### config.mk
export PLATFORM = sky130hd
export DESIGN_NAME = rst_front
export DESIGN_NICKNAME = d
export VERILOG_FILES = /design/src/hdl/rst_pkg.sv /design/src/hdl/rst_front.sv
export SDC_FILE = /design/constraint.sdc
export NUM_CORES = 1
export LEC_CHECK = 0
export ABC_AREA = 1
export BUFFER_PORTS_ARGS = -buffer_cell sky130_fd_sc_hd__buf_2
export CAP_MARGIN = 20
export CORE_ASPECT_RATIO = 1.2
export CORE_MARGIN = 1.5
export CORE_UTILIZATION = 47
export CTS_CLUSTER_DIAMETER = 100
export DETAILED_ROUTE_END_ITERATION = 6
export PLACE_DENSITY = 0.76
export SLEW_MARGIN = 25
export SYNTH_ARGS = -nofsm -noshare
export SYNTH_HDL_FRONTEND = slang
export SYNTH_SLANG_ARGS = --single-unit
### constraint.sdc
create_clock -name clk_i -period 5.5 [get_ports clk_i]
set_input_delay 1.375 -clock clk_i [delete_from_list [all_inputs] [get_ports clk_i]]
set_output_delay 1.375 -clock clk_i [all_outputs]
set_load 0.02 [all_outputs]
### src/hdl/rst_pkg.sv
// ----------------------------------------------------------------------------
// rst_pkg
// shared types and constants for the request sequence tracker
// ----------------------------------------------------------------------------
package rst_pkg;

  localparam int unsigned TableDepthDef = 256;
  localparam int unsigned IdW    = 48;
  localparam int unsigned StampW = 64;
  localparam int unsigned IncW   = 16;
  localparam int unsigned QueueDepth = 2;

  typedef enum logic [2:0] {
    StAccepted  = 3'd0,
    StDuplicate = 3'd1,
    StConflict  = 3'd2,
    StServiced  = 3'd3,
    StBusy      = 3'd4,
    StInvalid   = 3'd5,
    StRemoved   = 3'd6,
    StUnknown   = 3'd7
  } status_e;

  typedef enum logic [0:0] {
    CfgIncrement  = 1'b0,
    CfgAccounting = 1'b1
  } cfg_idx_e;

  typedef enum logic [2:0] {
    BkClear,
    BkIdle,
    BkRead,
    BkDecide,
    BkAdvRead,
    BkAdvCheck,
    BkOut
  } bk_state_e;

  typedef struct packed {
    logic              func;
    logic              pkt_valid;
    logic [IdW-1:0]    id;
    logic [StampW-1:0] stamp;
  } item_t;

endpackage

### src/hdl/rst_front.sv
// ----------------------------------------------------------------------------
// rst_front
// accepts command beats and queues them for the back end
// ----------------------------------------------------------------------------
module rst_front
  import rst_pkg::*;
(
  input  logic  clk_i,
  input  logic  rst_ni,
  input  logic  start_i,
  input  item_t item_i,
  output logic  busy_o,
  output logic  q_valid_o,
  output item_t q_item_o,
  input  logic  q_pop_i
);
  localparam int unsigned PtrW = $clog2(QueueDepth);

  item_t            mem_q [QueueDepth];
  logic [PtrW-1:0]  wr_q, rd_q;
  logic [PtrW:0]    cnt_q;
  logic             push;

  assign busy_o    = (cnt_q == (PtrW+1)'(QueueDepth));
  assign push      = start_i && !busy_o;
  assign q_valid_o = (cnt_q != '0);
  assign q_item_o  = mem_q[rd_q];

  always_ff @(posedge clk_i or negedge rst_ni) begin
    if (!rst_ni) begin
      wr_q  <= '0;
      rd_q  <= '0;
      cnt_q <= '0;
    end else begin
      if (push) wr_q <= wr_q + 1'b1;
      if (q_pop_i) rd_q <= rd_q + 1'b1;
      cnt_q <= cnt_q + (PtrW+1)'(push) - (PtrW+1)'(q_pop_i);
    end
  end

  always_ff @(posedge clk_i) begin
    if (push) mem_q[wr_q] <= item_i;
  end
endmodule

==> impl_results.md, run 1 <==
- Outcome: finished, final reports clean
- Critical path arrival: 2.27 ns
- Row count: 54
- P_sw: 2160 uW
- Post-Syn Area per Cell: 13.8 um^2
- Ports: 234
- Residual DRC: 0
- H-tree levels: 1
- Nets: 980
- Slew HR: 45.0%
- Power Dens Cells: 560 nW/um^2
- Post-CTS setup buffers: 0
- Global-route wire length before repair: 23500 um
- Vias/cell: 4.68
- Synth warn: 0
- CP Max Fanout: 82
- Drt first-iter violations: 228
- Setup-failing EPs final: 0
- Root buffer cell: clkbuf_16
- Compound-gate portion of the synthesized area: 6.62%
- Core area: 18100 um^2
- Critical Path End Type: output pin
- Static Leak: 0.00461 uW
- PortBufs: 233
- Starting Density: 47.6%
- Antenna violations before repair: 1
- Fraction of layout cells with a size suffix above 1: 30.9%
- Slew @ Worst Pin: 0.825 ns
- Post-synthesis net count: 743
- Post-Synthesis Cell Area: 8620 um^2
- Area Overhead vs Synth: 24.9%
- CTS Buf Count: 23
- Net Sw Frac: 35.8%
- Hpwl dp: 10200 um
- CP required: 4.12 ns
- TritonCTS clock tree: done
- Commonest non-fill, non-tap cell in the layout: buf_2
- Clock Power Share: 25.6%
- Post-Synth Adder-Cell Area: 0.290%
- Tcrit/Tclk final: 66.2%
- Max clock buf depth: 3
- Die height: 151 um
- Antenna diodes: 0
- FF+latch area: 6950 um^2
- Power share of the sequential group: 42.0%
- FF+latch count, synth: 232
- Post-CTS Hold Buffers: 0
- Proportion of synthesized area in mux cells: 0%
- DRT Pass-1 Iters: 4
- Antenna viol nets, final: 0
- Post-Synth Simple-Gate Area: 5.56%
- Maxcap violations: 0
- Final worst setup slack: 1.86 ns
- Wirelength per Cell: 14.6 um
- RSZ-0062 raised after global routing: false
- Int Power: 3870 uW
- Worst setup SP type: flop
- F_max: 275 MHz
- Area leader, netlist: edfxtp_1
- Die W: 127 um
- Die Area: 19200 um^2
- Worst-path clk slew: 0.06 ns
- Comb pwr share: 32.4%
- Routed Wire Length: 16100 um
- Max-slew violations: 0
- Setup Skew: 0.00907 ns
- Minimum clock period: 3.64 ns
- Synth top area share: 79.4%
- Seq/Total Area, Yosys: 80.6%
- Cell variety after synth: 12
- Commonest cells after routing, fill and taps aside: 233 x buf_2, 228 x edfxtp_1, 124 x nand2_1
- Largest family of logic cells by synthesized area: buffers and inverters
- Final Hold Viols: 0
- Later-pin clock latency in the skew report: 0.50 ns
- Routability Congestion: 0.743
- Worst slack, placed: 2.34 ns
- FILL cells: 1436
- GR Overflow Total: 0
- Largest net degree at the start of global routing: 113
- Post-Syn Instances: 623
- Worst hold path type: reg -> reg
- VDD IR max: 0.468 mV
- Post-synthesis xor/xnor area fraction: 0.102%
- GRT Total Usage: 15.7%
- Largest cells by area after synthesis: edfxtp_1 79%, o21ai_0 6.6%, nand2_1 5.4%
- Vias: 5148
- Post-cts resize count: 0
- Area of the multi-input gates: 1090 um^2
- Vias in the first global route: 4911
- CP Class: reg -> out
- Clock sinks: 232
- Post-route setup TNS: 0 ns
power groups by stage:
stage	sequential, uW	clock (uW)	combinational (uW)
floorplan	2550	0	1320
global placement	2550	0	1950
detailed placement	2570	0	1980
CTS	2540	1580	1990
global route	2570	1640	2140
finish	2530	1540	1950
final cells by class:
class,count,share of cell area (%)
clock buffer,30,5.59
multi-input combinational,244,10.1
tap,224,2.60
inverter,122,4.28
timing repair buffer,237,11.5
clock inverter,12,1.35
sequential,232,64.6
worst max-delay path, cell delays in order, from the launching register on:
cell	delay, ns
dfrtp_4	0.65
buf_4	0.62
o21ai_0	0.25
buf_2	0.21
registers in the layout (all words and copies together) (netlist names):
signal	flops
rd_q	1
wr_q	1
cnt_q	2
mem_q	228
Yosys cell counts:
master    number
clkbuf_1       1
ha_1           2
buf_4          3
buf_2         21
nand3_1        2
nand2_1      124
xor2_1         1
nor2_1         1
inv_1        122
edfxtp_1     228
o21ai_0      114
dfrtp_1        4
metal layers:
layer	up-vias	wire length [um]	global-route usage [%]	share of wire (%)
li1	2575	-	-	-
met1	2377	6170	18.4	38
met2	170	8280	27.9	51
met3	24	1400	4.95	8.7
met4	2	237	4.60	1.5
met5	-	7	0	0.044
worst paths after layout:
path | start | end | slack [ns] | cells past startpoint
setup / recovery | rd_q | q_item_o[30] | 1.86 | 3
hold / removal | wr_q | wr_q | 0.48 | 2
setup reg to reg | cnt_q[1] | mem_q[0][22] | 3.45 | 4
hold reg to reg | wr_q | wr_q | 0.48 | 2
max in group asynchronous | rst_ni | rd_q | 4.70 | 1
min in group asynchronous | rst_ni | wr_q | 0.67 | 1
through the flow:
step,instance area [um^2],hold slack (ns),total power (uW),util (%),std cells
4_1_cts,10800,0.478,6110,59.4,1101
3_3_place_gp,10000,0.454,4500,55.3,1059
6_report,10800,0.475,6030,59.4,1101
2_1_floorplan,8620,0.442,3870,-,623
5_1_grt,10800,0.527,6360,59.4,1101
3_5_place_dp,10000,0.464,4550,55.3,1059
kinds of logic after synthesis:
logic type / after synthesis
XOR/XNOR: 1
AND/OR/NAND/NOR: 127
buffers and inverters: 147
flip-flops: 232
adder cells (fa/ha/maj): 2
AO/OA/AOI/OAI: 114
No activity file was read; power rests on OpenSTA's default activity.
==> run 2, diff against run 1 <==
==> constraint.sdc (replaced) <==
create_clock -name clk_i -period 3.3 [get_ports clk_i]
set_input_delay 0.825 -clock clk_i [delete_from_list [all_inputs] [get_ports clk_i]]
set_output_delay 0.825 -clock clk_i [all_outputs]
set_load 0.02 [all_outputs]
==> run 2 against run 1 <==
Against the previous run: register-to-register slack got worse by 2.0 ns; combinational power is 69% higher; sequential share of layout area down 0.46 points; clock skew rose by 0.0050 ns; first-iteration DRC count rose by 35%; critical path depth grew 1; critical endpoint is now q_item_o[5]; clock power grew 68%.
==> impl_results.md, run 2 (synthesis gave the netlist of run 1 again) <==
- Outcome: finished, final reports clean
- Worst setup SP type: flop
- Hpwl dp: 10500 um
- Worst-path clk slew: 0.06 ns
- Die W: 127 um
- TritonCTS clock tree: done
- Commonest cells after routing, fill and taps aside: 233 x buf_2, 228 x edfxtp_1, 124 x nand2_1
- Area after DPL: 10100 um^2
- Worst hold path type: in -> async
- Final Hold Viols: 0
- Fraction of layout cells with a size suffix above 1: 31.4%
- Clock Power Share: 25.4%
- PortBufs: 233
- Slew @ Worst Pin: 0.591 ns
- Post-CTS setup buffers: 0
- Slew HR: 60.6%
- Critical path arrival: 2.14 ns
- Grt peak-use layer: met2
- CTS Buf Count: 22
- GR Overflow Total: 0
- Vias: 5217
- Antenna violations before repair: 2
- Die height: 151 um
- Met3 usage: 4.91%
- Net Sw Frac: 35.2%
- Layout Cells excl Fill: 1104
- Row count: 54
- Post-CTS Hold Buffers: 0
- Die Area: 19200 um^2
- Vias in the first global route: 4992
- Routed Wire Length: 15900 um
- Area of the multi-input gates: 1090 um^2
- CP Max Fanout: 62
- Antenna viol nets, final: 0
- F_max: 338 MHz
- Tot Pwr: 10100 uW
- GRT Total Usage: 16.1%
- DP Cell Count: 1063
- Routability Congestion: 0.810
- VDD IR max: 0.567 mV
- RSZ-0062 raised after global routing: false
- Area Overhead vs Synth: 25.8%
- Vias/cell: 4.73
- H-tree levels: 1
- Static Leak: 0.00464 uW
- Nets: 983
- Setup Skew: 0.0140 ns
- Top Registers: mem_q: 228 flops, cnt_q: 2 flops
- Critical Path End Type: output pin
- Fin area: 10800 um^2
- DRT Pass-1 Iters: 4
- Reg2Reg Setup Slack: 1.45 ns
- Power share of the sequential group: 42.1%
- GR met1 Demand/Resource: 18.4%
- Power Dens Cells: 934 nW/um^2
- Post-layout util: 59.9%
- Clock sinks: 232
- Max-slew violations: 0
- Wirelength per Cell: 14.4 um
- Max clock buf depth: 3
- Global-route wire length before repair: 24000 um
- Largest net degree at the start of global routing: 63
- Max reg flops: 228
- GR Util met2: 28.6%
- Residual DRC: 0
- Post-route setup TNS: 0 ns
- Starting Density: 47.6%
- Top reg by flops: mem_q
- Commonest non-fill, non-tap cell in the layout: buf_2
- Later-pin clock latency in the skew report: 0.49 ns
- Int Power: 6570 uW
- CP required: 2.47 ns
- Ports: 234
- P_sw: 3560 uW
- Root buffer cell: clkbuf_16
- Maxcap violations: 0
- Setup-failing EPs final: 0
- Post-cts resize count: 0
- CP Class: reg -> out
- Minimum clock period: 2.96 ns
- Tcrit/Tclk final: 89.8%
- FILL cells: 1434
- FF+latch area: 6950 um^2
- Core area: 18100 um^2
- Comb pwr share: 32.5%
- Drt first-iter violations: 308
[run 2: stage by stage]
| step | hold WS [ns] | setup WS [ns] |
|---|---|---|
| floorplan | 0.442 | 0.257 |
| global placement | 0.453 | 0.929 |
| detailed placement | 0.458 | 0.838 |
| CTS | 0.102 | 0.305 |
| global route | 0.102 | 0.109 |
| finish | 0.125 | 0.337 |
[run 2: path summary, 6_finish.rpt]
check,from,endpoint,depth (start not counted)
worst min register to register,wr_q,wr_q,2
min in group clk_i,wr_q,wr_q,2
max in group asynchronous,rst_ni,rd_q,1
worst max-delay path,rd_q,q_item_o[5],4
worst min-delay path,rst_ni,rd_q,1
worst max register to register,cnt_q[0],mem_q[0][48],5
[run 2: layout make-up]
type	instances	area share, %
diodes	1	0.0231
flip-flops and latches	232	64.1
clock inverters	12	1.47
inverters	122	4.26
well taps	224	2.59
clock buffers	28	5.48
multi-input cells	244	10.1
repair buffers	241	12.0
[run 2: power by group through the flow]
| stage | logic [uW] | registers (uW) | clock network, uW |
|---|---|---|---|
| after floorplan | 2210 | 4220 | 0 |
| after global placement | 3270 | 4300 | 0 |
| after detailed placement | 3320 | 4320 | 0 |
| after CTS | 3340 | 4260 | 2650 |
| after global routing | 3620 | 4330 | 2750 |
| final | 3290 | 4260 | 2580 |
[run 2: layer usage]
layer | vias to the layer above | routed length [um] | part of all wire [%]
met1 | 2391 | 6110 | 38
met5 | - | 10 | 0.063
met3 | 42 | 1370 | 8.6
met2 | 192 | 8040 | 50
met4 | 2 | 408 | 2.6
li1 | 2590 | - | -
[run 2: critical path, cell delays in order, from the launching register on]
cell and delay, ns:
dfrtp_4 0.81, buf_4 0.41, nand2_1 0.10, o21ai_0 0.10
buf_2 0.19
